File: src/sv/wmf_pkg.sv
package wmf_pkg;

    localparam int PIX_W      = 8;
    localparam int NUM_CH     = 3;
    localparam int PX_W       = PIX_W * NUM_CH;
    localparam int CFG_IDX_W  = 2;
    localparam int CFG_DATA_W = 11;

    localparam logic [CFG_IDX_W-1:0] CFG_KERNEL = 2'd0;
    localparam logic [CFG_IDX_W-1:0] CFG_WIDTH  = 2'd1;
    localparam logic [CFG_IDX_W-1:0] CFG_HEIGHT = 2'd2;

    localparam logic [2:0]            KERNEL_RESET = 3'd3;
    localparam logic [CFG_DATA_W-1:0] WIDTH_RESET  = 11'd640;
    localparam logic [CFG_DATA_W-1:0] HEIGHT_RESET = 11'd480;

    localparam logic KIND_FLUSH = 1'b1;

    localparam int DEF_MAX_KERNEL = 5;
    localparam int DEF_MAX_WIDTH  = 1024;
    localparam int DEF_MAX_HEIGHT = 1024;

    localparam int FIFO_DEPTH = 8;
    localparam int FIFO_CNT_W = $clog2(FIFO_DEPTH + 1);

    typedef logic [PIX_W-1:0] chan_t;
    typedef logic [PX_W-1:0]  px_t;

    typedef struct packed {
        px_t  px;
        logic last;
    } out_word_t;

endpackage

File: src/sv/wmf_out_fifo.sv
module wmf_out_fifo (
    input  logic                                clk,
    input  logic                                rst_n,
    input  logic                                push,
    input  wmf_pkg::out_word_t                  push_word,
    input  logic                                pop,
    output wmf_pkg::out_word_t                  head,
    output logic                                not_empty,
    output logic [wmf_pkg::FIFO_CNT_W-1:0]      count
);
    import wmf_pkg::*;

    localparam int PTR_W = $clog2(FIFO_DEPTH);

    out_word_t        buf_reg [FIFO_DEPTH];
    logic [PTR_W-1:0] wr_ptr_reg;
    logic [PTR_W-1:0] rd_ptr_reg;
    logic [FIFO_CNT_W-1:0] count_reg;
    logic [FIFO_CNT_W-1:0] count_next;

    always_comb
    begin
        count_next = count_reg;
        if (push && !pop)
        begin
            count_next = count_reg + 1'b1;
        end
        else if (pop && !push)
        begin
            count_next = count_reg - 1'b1;
        end
    end

    always_ff @(posedge clk or negedge rst_n)
    begin
        if (!rst_n)
        begin
            wr_ptr_reg <= '0;
            rd_ptr_reg <= '0;
            count_reg  <= '0;
        end
        else
        begin
            if (push)
            begin
                wr_ptr_reg <= wr_ptr_reg + 1'b1;
            end
            if (pop)
            begin
                rd_ptr_reg <= rd_ptr_reg + 1'b1;
            end
            count_reg <= count_next;
        end
    end

    always_ff @(posedge clk)
    begin
        if (push)
        begin
            buf_reg[wr_ptr_reg] <= push_word;
        end
    end

    assign head      = buf_reg[rd_ptr_reg];
    assign not_empty = (count_reg != '0);
    assign count     = count_reg;

endmodule

File: config.mk
export PLATFORM = sky130hd
export DESIGN_NAME = wmf_out_fifo
export DESIGN_NICKNAME = d
export VERILOG_FILES = /design/src/sv/wmf_pkg.sv /design/src/sv/wmf_out_fifo.sv
export SDC_FILE = /design/constraint.sdc
export NUM_CORES = 1
export LEC_CHECK = 0
export BUFFER_PORTS_ARGS = -buffer_cell sky130_fd_sc_hd__buf_2
export CAP_MARGIN = 40
export CORE_MARGIN = 5
export CORE_UTILIZATION = 50
export CTS_CLUSTER_SIZE = 12
export DETAILED_ROUTE_END_ITERATION = 16
export PLACE_DENSITY_LB_ADDON = 0.3
export SLEW_MARGIN = 20
export SYNTH_ARGS = -nofsm -noshare
export SYNTH_HDL_FRONTEND = slang
export SYNTH_SLANG_ARGS = --single-unit
File: constraint.sdc
create_clock -name clk -period 7.3 [get_ports clk]
set_clock_uncertainty 0.05 [all_clocks]
set_input_delay 0.73 -clock clk [delete_from_list [all_inputs] [get_ports clk]]
set_output_delay 0.73 -clock clk [all_outputs]
set_load 0.1 [all_outputs]
======== Yosys cells after proc, flatten, opt, wreduce, memory -nomap -nowiden ========
Memory sizes are Yosys's and may differ from the RTL's.
Index checks and enable logic that the tools add are counted.
Widths: inputs -> output; s select.
storage, ports and cells
  RAM bits ................................ 200
  memories ................................ 1
  bits in registers ....................... 10
  word-level logic and storage cells ...... 18
operators by class
  multiplexer cells ....................... 4
  add/sub/neg operators ................... 4
  reduce and logical (&&, ||, !) cells .... 6
memory list
  memory   depth  width  read ports  clocked after Yosys merged registers in  wr ports  RTL line            text
  buf_reg  8      25     1           0                                        1         wmf_out_fifo.sv:15  out_word_t buf_reg [FIFO_DEPTH];
operators with widths
  kind                 count
  $mux 4               2
  $add 3x1->3 const B  2
  $add 4x1->4 const B  1
  $reduce_bool 4->1    1
  $sub 4x1->4 const B  1
  $logic_and 1x1->1    2
  $logic_not 1->1      2
  $mux 1               2
  $reduce_bool 2->1    1

======== Depth between registers and ports, before layout ========
  depth after elaboration ................. 4
  gate-level depth with buffers ........... 7
  depth with buffers taken out ............ 7

======== Worst setup path after synthesis ========
OpenSTA, ideal clock, no wires.
  path kind ............................... input-to-reg
  start point ............................. input port push
  end point ............................... memory buf_reg[0][0] (netlist bit) (enable)
  arrival ................................. 2.562 ns
  path buffers ............................ 0
  slack ................................... 4.250 ns
  setup time .............................. 0.438 ns
  cell stages on the path ................. 2
  cells stage by stage .................... nand2b_1 nor3_1
between the ends
  word-level cells in the longest chain between the ends .. 2
ends and longest elaborated chain
  item                          RTL line            text
  from (decl)                   wmf_out_fifo.sv:4   input logic push,
  $mux 1                        wmf_out_fifo.sv:58  if (push)
  $mux 1 (implied by the code)  wmf_out_fifo.sv:60  buf_reg[wr_ptr_reg] <= push_word;
  to (decl)                     wmf_out_fifo.sv:15
Every way passes these cells.

==> summary.txt <==
Worst setup path
  – Reg2reg end: rd_ptr_reg[1]
  – R2R Setup Slk: 5.23 ns
  – CP startpoint kind: register
  – CP startpoint: rd_ptr_reg[0]
  – RR Startpoint: rd_ptr_reg[0]
  – FF-to-FF path depth: 3
  – Slowest cell on crit path: dfrtp_2
  – Worst EP arrival: 3.05 ns
  – Critical path type: reg -> out
  – Crit path to: head[18]
  – Worst-path maximum fanout: 32
  – CP max stage delay: 0.75 ns
  – Critical path buffer and inverter count: 2
  – Setup crit end kind: output port
  – Top delay family on crit path: multiplexers
  – CP Cell Sequence: buf_4 -> mux4_1 -> mux2_2 -> buf_2
  – Crit. path cell count: 4
  – CP required: 6.52 ns

Finish
  – Final net count: 461
  – Share of cells above drive strength 1: 0.305
  – Most common cell after layout, fill and taps aside: edfxtp_1
  – Most frequent cells in the layout: edfxtp_1, buf_2, mux4_1, mux2_2, clkbuf_16
  – Ant diodes: 0
  – Largest register FFs: 200
  – Area Growth Syn to Fin: 16.6%

Route
  – Drc violations: 0
  – DR vias/cell: 5.59
  – WL met1: 6.04 mm
  – DRT iter0 DRCs: 248
  – Top sig layer: met4
  – Final wirelength: 14.8 mm
  – DR WL/cell: 22.4 µm
  – DR vias: 3699
  – 1st-pass router iterations: 4
  – Post-route ant nets: 0
  – Met3 wire len: 726 µm
  – Length of routed met2 wiring: 7.73 mm

Die
  – IO Pins: 59
  – Core area: 0.0164 mm²
  – Die width: 139 µm
  – Initial core utilization: 0.506
  – Die height: 139 µm
  – Die Area: 0.0193 mm²
  – Row cnt: 47

Hold path
  – Worst min path class: in -> async

STA
  – Worst rel slew slack: 0.596
  – Fmax: 0.261 GHz
  – Setup TNS: 0 ns
  – Fin crit share: 0.525
  – Final setup vio count: 0
  – Final Hold Fails: 0
  – Pins Over Slew Limit: 0
  – Worst slew pin tran: 0.606 ns
  – RSZ-0062 raised after global routing: no
  – Minimum clock period: 3.83 ns

Clock network
  – CTS tree: built
  – Num CTS Buffers: 22
  – CTS root buf: clkbuf_16
  – Setup repair bufs after CTS: 0
  – CTS sink cnt: 210
  – Clock slew at reported path FFs: 0.06 ns
  – Htree depth: 1
  – Worst skew pair latency: 0.49 ns
  – Hold-fix buffers, CTS: 0
  – Maximum clock path buffer count: 3
  – Post-cts resize count: 0

Status
  – Status: completed

GRT
  – Initial antenna violation count: 0
  – Vias in the first global route: 3951
  – Total grt overflow: 0
  – Total GRT Usage: 0.154
  – First-pass GRT wire length: 22.9 mm
  – Largest net degree at the start of global routing: 33

Place
  – Dpl hpwl: 8.84 mm
  – Final Wtd Congestion: 0.704
  – Port buffer count: 58

Yosys
  – Synth top area share: 0.724
  – Synth warn: 0
  – Register area share after synthesis: 0.754
  – Yosys cell types: 27
  – Mapped cell area: 0.00830 mm²
  – Mapped Avg Cell Area: 23.8 µm²
  – Mapped Cells: 349
  – Syn_nets: 384
  – Top post-synthesis cells by area: edfxtp_1, mux4_1, mux2_2
  – Cell taking the most area after synthesis: edfxtp_1
  – Flops & latches, synth: 210

Job
  – Max-Cap Viols: 0
through the flow:
stage                     setup slack (ns)  cells  hold slack [ns]  cell area, µm²  utilization
after floorplan                       4.25    349            0.384            8300            -
after global placement                3.94    615            0.475            8850        0.539
after detailed placement              3.93    622            0.489            9020        0.550
after CTS                             3.38    662           0.0480            9680        0.590
after global routing                  3.28    662           0.0544            9680        0.590
final                                 3.47    662           0.0635            9680        0.590
cells by family (layout without fill, tap and decap cells):
family	Yosys count	in the layout	synth area share
compound gates	6	6	0.00497
xor+xnor	6	6	0.00633
fa+ha+maj	6	6	0.00995
buf+inv	18	111	0.0137
flops	210	210	0.754
mux	79	79	0.197
simple gates	24	24	0.0142
area by class of cell:
cell class,count,area [µm²]
Sequential cell,210,6260
Timing Repair Buffer,69,490
Inverter,2,7.51
Tap cell,220,275
Fill cell,1165,6730
Clock buffer,36,644
Multi-Input combinational cell,121,1980
Clock inverter,4,17.5
Yosys cell counts:
cell        n
nand2b_1    3
edfxtp_1  200
nand2_1     6
o21ai_0     1
mux2_2     28
or4_1       2
mux4_2      1
nand3_1     2
xnor2_1     4
buf_1       1
or3_1       1
xor2_1      2
fa_1        1
ha_1        5
a21oi_1     2
buf_6       6
dfrtp_1    10
clkbuf_1    8
nor2_1      6
inv_1       2
nand3b_1    1
mux2i_1     1
o211ai_1    2
nor3_1      3
buf_2       1
mux4_1     49
a2111o_1    1
worst reg2reg max path, delay by kind of cell, from the launching register on:
family / cells / cell delay, ns
muxes: 1 / 0.26
buffers and inverters: 1 / 0.57
DFF: 1 / 0.75
adders and majority gates: 1 / 0.33
worst min path at each step:
stage / to
global route: count[3]
floorplan: count[0]
global placement: count[2]
detailed placement: count[2]
finish: count[0]
CTS: count[3]
metal layers:
metal	vias to the layer above	GRT usage
met5	-	0
met4	0	0.0463
met3	28	0.0283
met2	83	0.267
met1	1921	0.202
li1	1667	-
Power is not shown: default switching activity piles up to over one toggle a cycle in this logic, so the estimate is an artifact.
