$ cat src/sv/wmf_pkg.sv
package wmf_pkg;

    localparam int PIX_W      = 8;
    localparam int NUM_CH     = 3;
    localparam int PX_W       = PIX_W * NUM_CH;
    localparam int CFG_IDX_W  = 2;
    localparam int CFG_DATA_W = 11;

    localparam logic [CFG_IDX_W-1:0] CFG_KERNEL = 2'd0;
    localparam logic [CFG_IDX_W-1:0] CFG_WIDTH  = 2'd1;
    localparam logic [CFG_IDX_W-1:0] CFG_HEIGHT = 2'd2;

    localparam logic [2:0]            KERNEL_RESET = 3'd3;
    localparam logic [CFG_DATA_W-1:0] WIDTH_RESET  = 11'd640;
    localparam logic [CFG_DATA_W-1:0] HEIGHT_RESET = 11'd480;

    localparam logic KIND_FLUSH = 1'b1;

    localparam int DEF_MAX_KERNEL = 5;
    localparam int DEF_MAX_WIDTH  = 1024;
    localparam int DEF_MAX_HEIGHT = 1024;

    localparam int FIFO_DEPTH = 8;
    localparam int FIFO_CNT_W = $clog2(FIFO_DEPTH + 1);

    typedef logic [PIX_W-1:0] chan_t;
    typedef logic [PX_W-1:0]  px_t;

    typedef struct packed {
        px_t  px;
        logic last;
    } out_word_t;

endpackage

$ cat src/sv/wmf_median_lane.sv
module wmf_median_lane #(
    parameter int WIN = 5,
    parameter int R_W = 2
) (
    input  logic                             clk,
    input  logic [WIN*WIN-1:0][wmf_pkg::PIX_W-1:0] vals,
    input  logic [R_W-1:0]                   radius,
    output wmf_pkg::chan_t                   median
);
    import wmf_pkg::*;

    localparam int N    = WIN * WIN;
    localparam int RK_W = $clog2(N);

    logic [N-1:0][N-1:0] cmp_next;
    logic [N-1:0][N-1:0] cmp_reg;
    logic [N-1:0]        act;
    logic [N-1:0]        act_a_reg;
    logic [N-1:0]        act_b_reg;
    chan_t               val_a_reg [N];
    chan_t               val_b_reg [N];
    logic [RK_W-1:0]     rank_reg [N];
    logic [RK_W-1:0]     mid;
    chan_t               median_next;

    // stage a: pairwise order, ties broken by position
    always_comb
    begin
        int lo;
        lo = WIN - 1 - 2 * int'(radius);
        for (int i = 0; i < WIN; i++)
        begin
            for (int j = 0; j < WIN; j++)
            begin
                act[i*WIN+j] = (i >= lo) && (j >= lo);
            end
        end
        for (int k = 0; k < N; k++)
        begin
            for (int m = 0; m < N; m++)
            begin
                cmp_next[k][m] = act[m] && ((vals[m] < vals[k]) ||
                                 ((vals[m] == vals[k]) && (m < k)));
            end
        end
    end

    always_ff @(posedge clk)
    begin
        cmp_reg   <= cmp_next;
        act_a_reg <= act;
        for (int k = 0; k < N; k++)
        begin
            val_a_reg[k] <= vals[k];
        end
    end

    // stage b: rank of each element
    always_ff @(posedge clk)
    begin
        act_b_reg <= act_a_reg;
        for (int k = 0; k < N; k++)
        begin
            val_b_reg[k] <= val_a_reg[k];
            rank_reg[k]  <= RK_W'($countones(cmp_reg[k]));
        end
    end

    // stage c: pick the element of middle rank
    always_comb
    begin
        mid = RK_W'(2 * int'(radius) * (int'(radius) + 1));
        median_next = '0;
        for (int k = 0; k < N; k++)
        begin
            if (act_b_reg[k] && (rank_reg[k] == mid))
            begin
                median_next = median_next | val_b_reg[k];
            end
        end
    end

    always_ff @(posedge clk)
    begin
        median <= median_next;
    end

endmodule

$ cat config.mk
export PLATFORM = sky130hd
export DESIGN_NAME = wmf_median_lane
export DESIGN_NICKNAME = d
export VERILOG_FILES = /design/src/sv/wmf_pkg.sv /design/src/sv/wmf_median_lane.sv
export SDC_FILE = /design/constraint.sdc
export NUM_CORES = 2
export LEC_CHECK = 0
export BUFFER_PORTS_ARGS = -buffer_cell sky130_fd_sc_hd__buf_2
export CAP_MARGIN = 20
export CORE_UTILIZATION = 35
export CTS_BUF_LIST = sky130_fd_sc_hd__clkbuf_2
export CTS_CLUSTER_SIZE = 30
export DETAILED_ROUTE_END_ITERATION = 8
export PLACE_DENSITY = 0.52
export SLEW_MARGIN = 20
export SYNTH_ARGS = -nofsm -noshare
export SYNTH_HDL_FRONTEND = slang
export SYNTH_SLANG_ARGS = --single-unit
$ cat constraint.sdc
create_clock -name clk -period 11.5 [get_ports clk]
set_input_delay 0.575 -clock clk [delete_from_list [all_inputs] [get_ports clk]]
set_output_delay 0.575 -clock clk [all_outputs]
set_load 0.02 [all_outputs]
* Yosys cells after proc, flatten, opt, wreduce, memory -nomap -nowiden
Memory sizes are Yosys's and may differ from the RTL's.
Cells that the tools add are included.
** Storage, ports and cells
- Flip-flop bits (word level) :: 683
- RAM bits :: 525
- Input bits :: 203
- Output and inout bits :: 8
- Logic and storage cells :: 2598
- Memories :: 3
** Cells by class
- $add $sub $neg :: 602
- Multiply operators :: 1
- Order comparisons :: 630
- Equality and inequality tests :: 325
- Mux-type cells :: 25
- Bitwise operators :: 24
- Reduce and logical (&&, ||, !) cells :: 960
** Memories
- val_a_reg :: words 25, bits a word 8, read ports 25, clocked after Yosys merged registers in 0, write ports 25, line wmf_median_lane.sv:20 : chan_t val_a_reg [N];
- val_b_reg :: words 25, bits a word 8, read ports 25, clocked after Yosys merged registers in 0, write ports 25, line wmf_median_lane.sv:21 : chan_t val_b_reg [N];
- rank_reg :: words 25, bits a word 5, read ports 25, clocked after Yosys merged registers in 0, write ports 25, line wmf_median_lane.sv:22 : logic [RK_W-1:0] rank_reg [N];
** Operator list (number)
- 8-bit less-than comparator :: 625
- 8-bit == test :: 300
- 5-bit adder :: 209
- 1-bit logical AND :: 660
- 1-bit by 1-bit adder with 2-bit output :: 300
- 1-bit logical OR :: 300
- 8-bit 2-to-1 mux :: 25
- 8-bit bitwise OR :: 24
- 2-bit by 2-bit adder with 3-bit output :: 42
- 5-bit == test :: 25
- 5-bit by 1-bit adder with 5-bit output :: 19
- 3-bit by 3-bit adder with 4-bit output :: 17
- 3-bit by 32-bit multiplier with 4-bit output :: 1
- 4-bit by 1-bit adder with 5-bit output :: 6
- 4-bit by 4-bit adder with 5-bit output :: 5
- 3-bit by 4-bit >= comparator with 1-bit output, first input constant :: 2
- 3-bit by 5-bit adder with 5-bit output :: 1
- 5-bit by 3-bit adder with 5-bit output :: 1
- 1-bit by 4-bit >= comparator with 1-bit output, first input constant :: 1
- 2-bit by 4-bit >= comparator with 1-bit output, first input constant :: 1
- 4-bit >= comparator, first input constant :: 1
- 3-bit by 3-bit subtractor with 4-bit output, first input constant :: 1
- 2-bit by 1-bit adder with 3-bit output, second input constant :: 1

* Depth between registers and ports, before layout
- Word-level depth :: 53
- Mapped depth :: 14
- Mapped depth without buffers :: 14

* Least setup slack after synthesis
No wires, ideal clock.
- Path kind :: flip-flop to flip-flop
- From :: reg cmp_reg[142] (netlist bit)
- To :: mem rank_reg[0][29] (netlist bit)
- Library setup time :: 0.114 ns
- Data arrival time :: 3.966 ns
- Data required time :: 11.386 ns
- Setup slack :: 7.420 ns
- Cell stages (with the launch flop) :: 14
- Buffers on the path :: 0
- Clock period less this slack :: 4.080 ns
- Cell sequence :: dfxtp_1 fa_1 inv_1 fa_1 inv_1 fa_1 inv_1 fa_1 fa_1 inv_1 fa_1 fa_1 a21o_1 a21o_1
** RTL lines
- from (decl) :: line wmf_median_lane.sv:16 : logic [N-1:0][N-1:0] cmp_reg;
- from (signal assigned) :: line wmf_median_lane.sv:50 : cmp_reg <= cmp_next;
- to (decl) :: line wmf_median_lane.sv:22

==> results by stage <==
Outcome:
- The flow ran to the end, but the final reports show violations.
- The checks that failed: DRC.

Timing:
- Setup repair after global routing left no endpoint under its margin.
- The total count of max-transition violations in the final report came to 0.
- The clock arrives with 0.176 ns of skew.
- The final cycle utilization of the critical path is 0.467.
- The worst pin sits at a relative slew slack of 0.148.
- The actual slew at the worst max-slew pin is 1.28 ns.
- Setup total negative slack on the finished layout was measured at 0 ns.
- The maximum operating frequency is 186 MHz.
- The number of hold violations in the final report was 0.
- Subtracting the final worst setup slack from the clock period gives 5.37 ns.
- Setup violations remaining at the end of the flow were counted as 0.

Clock tree:
- The clock sink count is 1155.
- Clock tree synthesis inserted a total of 326 buffers.
- Gates resized during post-CTS repair numbered 0.
- The clock tree from TritonCTS is built.
- The cell at the root of the clock tree is sky130_fd_sc_hd__clkbuf_2.
- The clock transition at the registers of the reported paths is 0.10 ns.
- No sink is reached through more buffers than the 4 on the longest clock path.
- The number of H-tree branching levels is 5.
- The clock insertion delay at the later pin of the skew report is 1.85 ns.

Power:
- The maximum vdd drop is 0.119 mV.
- The total leakage power is 55.9 nW.
- Of the total power, combinational logic draws 0.536.
- The ratio of total power to cell area is 153 mW/mm^2.
- The share of total power dissipated in the clock network is 0.175.
- Overall power consumption after layout is estimated at 17.3 mW.
- The internal power of the cells is 9.63 mW.
- Of the total power, the share spent switching nets is 0.445.
- The share of total power dissipated in sequential elements is 0.289.
- In this run the power spent charging and discharging nets is 7.71 mW.

Critical path:
- The startpoint of the worst register-to-register path is cmp_reg[396].
- The worst path arrival time is 7.00 ns.
- The worst setup path is of the input pin to flop kind.
- The kind of end point of the critical path is a flop.
- The maximum net fanout on the critical path is 34.
- The launching element type of the critical path is an input pin.
- The critical path starts at radius[0].
- Counting cells, the worst reg-to-reg path comes to 12.
- The data required time at the worst endpoint is 13.13 ns.

Run:
- The count of max-cap constraint violations is 0.

Yosys:
- The library cell occupying the most area in the post-synthesis netlist is sky130_fd_sc_hd__ha_1.
- Counting flops with an async set or reset pin after synthesis yields a share of 0.
- Dividing the synthesized area by the synthesized cell count gives 9.82 sq um.
- The total of flip-flops plus latches after synthesis is 1155.
- Of the synthesized area, sequential elements account for 0.233.
- Yosys attributes the largest share of cell area to sky130_fd_sc_hd__ha_1, sky130_fd_sc_hd__dfxtp_1, sky130_fd_sc_hd__fa_1.
- The synthesized cell area is 0.0992 sq mm.
- Yosys mapped a number of flops with a built-in enable equal to 0.
- Synthesis handed over a netlist of 10104 instances.
- Yosys mapped the design onto 49 distinct sky130hd cell types.
- The flip-flop cell with the highest count after synthesis is sky130_fd_sc_hd__dfxtp_1.
- The portion of synthesized cell area occupied by the leading cell type is 0.355.
- The number of warnings reported in the yosys synthesis log is 0.

Placement:
- In this run the tool buffered the top-level ports with 210 buffer cells.
- The HPWL after detailed placement is 347000 um.
- Once placement completed, the tool counted placed cells totaling 14186.
- The instance area at placement is 0.106 sq mm.
- Routability-driven placement finished with a final weighted congestion of 1.04.

Floorplan:
- The width of the die is 534 um.
- The initial core utilization is 0.352.
- The die covers 0.286 sq mm.
- The cell row count is 195.
- The area of the core region is 0.282 sq mm.
- The die is 534 um tall.
- The I/O pin count is 211.

Global route:
- Across every metal layer, demand over resource in global routing totals 0.338.
- The number of antenna violations at the first check in global routing is 80.
- The total congestion overflow after global routing is 0.
- The first global-routing pass estimated 673000 um of wire.
- The number of global-route vias before repair is 89188.
- Entering global routing, the biggest net connects 70 pins.

Hold path:
- The count of cells along the worst hold path is 6.
- The source of the worst hold timing path is vals[153].
- The worst hold path belongs to the class input pin to flop.

Final layout:
- In the final layout, the share of cells above drive strength 1 is 0.0825.
- For this run, the number of standard cells in the final layout without fillers is 15222.
- After routing the design area is 0.114 sq mm.
- After the last flow step, the layout net total stands at 14711.
- The area growth from synthesis to layout is 14.5%.
- The library cell used most frequently in the layout, excluding fill and tap cells, is sky130_fd_sc_hd__ha_1.
- The number of flip-flops in the largest register is 600.
- Leaving out fill and tap cells, the most frequent cells in the layout are sky130_fd_sc_hd__ha_1, sky130_fd_sc_hd__dfxtp_1, sky130_fd_sc_hd__inv_1.

Route:
- The wire length after detailed routing is 493000 um.
- In the final routed layout, each cell accounts on average for 32.4 um.
- The first-pass detailed-route iteration total is 9.
- The total number of vias is 89175.
- The met1 layer wirelength in the final routing is 196000 um.
- The DRC violation total after the first TritonRoute iteration is 9217.
- After detailed routing, the number of remaining DRC violations is 9.
- The met3 wire length is 46400 um.
- The average via count per standard cell is 5.86.
- The length of routed met2 wiring is 211000 um.
- Signal routing reaches up to met5.
- The remaining antenna violation count is 0.
==> cells by family after synthesis <==
family / after synthesis / synth area share
compound gates: 2104 / 0.131
simple gates: 2222 / 0.129
other cells: 2 / 0.0000757
xor+xnor: 100 / 0.00883
flops: 1155 / 0.233
buf+inv: 1236 / 0.0475
fa+ha+maj: 3285 / 0.450
==> layout make-up <==
class / count / area [sq um]
multi-input combinational: 7714 / 71400
tap: 3743 / 4680
clock inverter: 116 / 626
inverter: 1160 / 4360
timing repair buffer: 866 / 7150
clock buffer: 434 / 2170
fill: 27843 / 168000
antenna: 34 / 85.1
sequential: 1155 / 23100
==> through the flow <==
step                setup WS [ns]  hold slack, ns  utilization
floorplan                    7.42           0.310            -
global placement             5.97           0.310        0.376
detailed placement           5.96           0.312        0.377
CTS                          6.34      0.00000488        0.403
global route                 6.24          0.0565        0.403
finish                       6.13           0.168        0.403
==> timing repair <==
action	CTS	global route
hold buffers	452	0
endpoints found under the hold margin	754	0
setup buffers	0	0
==> power groups by stage <==
stage	Combinational [mW]	Sequential, mW	Clock, mW
3_5_place_dp	8.98	5.08	0
2_1_floorplan	6.06	4.89	0
4_1_cts	9.22	4.99	3.05
6_report	9.30	5.01	3.03
5_1_grt	10.5	5.02	3.26
3_3_place_gp	8.63	5.08	0
==> synth_stat cells (39+ instances only) <==
| master | n |
|---|---|
| sky130_fd_sc_hd__nand3_1 | 82 |
| sky130_fd_sc_hd__clkbuf_1 | 55 |
| sky130_fd_sc_hd__and3_1 | 39 |
| sky130_fd_sc_hd__a21oi_1 | 674 |
| sky130_fd_sc_hd__fa_1 | 469 |
| sky130_fd_sc_hd__dfxtp_1 | 1155 |
| sky130_fd_sc_hd__a21o_1 | 208 |
| sky130_fd_sc_hd__ha_1 | 2816 |
| sky130_fd_sc_hd__o21ai_0 | 569 |
| sky130_fd_sc_hd__nand2_1 | 45 |
| sky130_fd_sc_hd__and2_1 | 276 |
| sky130_fd_sc_hd__nor2b_1 | 521 |
| sky130_fd_sc_hd__nand4_1 | 610 |
| sky130_fd_sc_hd__inv_1 | 1158 |
| sky130_fd_sc_hd__a211oi_1 | 39 |
| sky130_fd_sc_hd__o21a_1 | 258 |
| sky130_fd_sc_hd__nand2b_1 | 229 |
| sky130_fd_sc_hd__xnor2_1 | 96 |
| sky130_fd_sc_hd__o22a_1 | 224 |
| sky130_fd_sc_hd__nor2_1 | 366 |
==> critical path, stage by stage <==
cell                            delay (ns)
sky130_fd_sc_hd__dlygate4sd3_1        0.53
sky130_fd_sc_hd__buf_2                0.17
sky130_fd_sc_hd__dlygate4sd3_1        0.62
sky130_fd_sc_hd__ha_1                 0.22
sky130_fd_sc_hd__dlygate4sd3_1        0.57
sky130_fd_sc_hd__inv_1                0.05
sky130_fd_sc_hd__dlygate4sd3_1        0.58
sky130_fd_sc_hd__ha_4                 0.18
sky130_fd_sc_hd__dlygate4sd3_1        0.88
sky130_fd_sc_hd__clkinv_1             0.33
sky130_fd_sc_hd__buf_4                0.30
sky130_fd_sc_hd__nand2_2              0.07
sky130_fd_sc_hd__buf_4                0.66
sky130_fd_sc_hd__inv_1                0.72
sky130_fd_sc_hd__and2_1               0.46
==> final timing paths <==
check,endpoint,slack (ns)
worst min register to register,val_b_reg[0][13],0.21
worst min-delay path,cmp_reg[594],0.17
worst max-delay path,cmp_reg[560],6.13
worst max register to register,rank_reg[0][78],6.95
==> layer usage <==
| metal | global-route usage | vias to the layer above |
|---|---|---|
| li1 | - | 38660 |
| met1 | 0.422 | 43881 |
| met2 | 0.523 | 5039 |
| met3 | 0.0721 | 1559 |
| met4 | 0.229 | 36 |
| met5 | 0 | - |
Power figures use the tool's default switching activity.
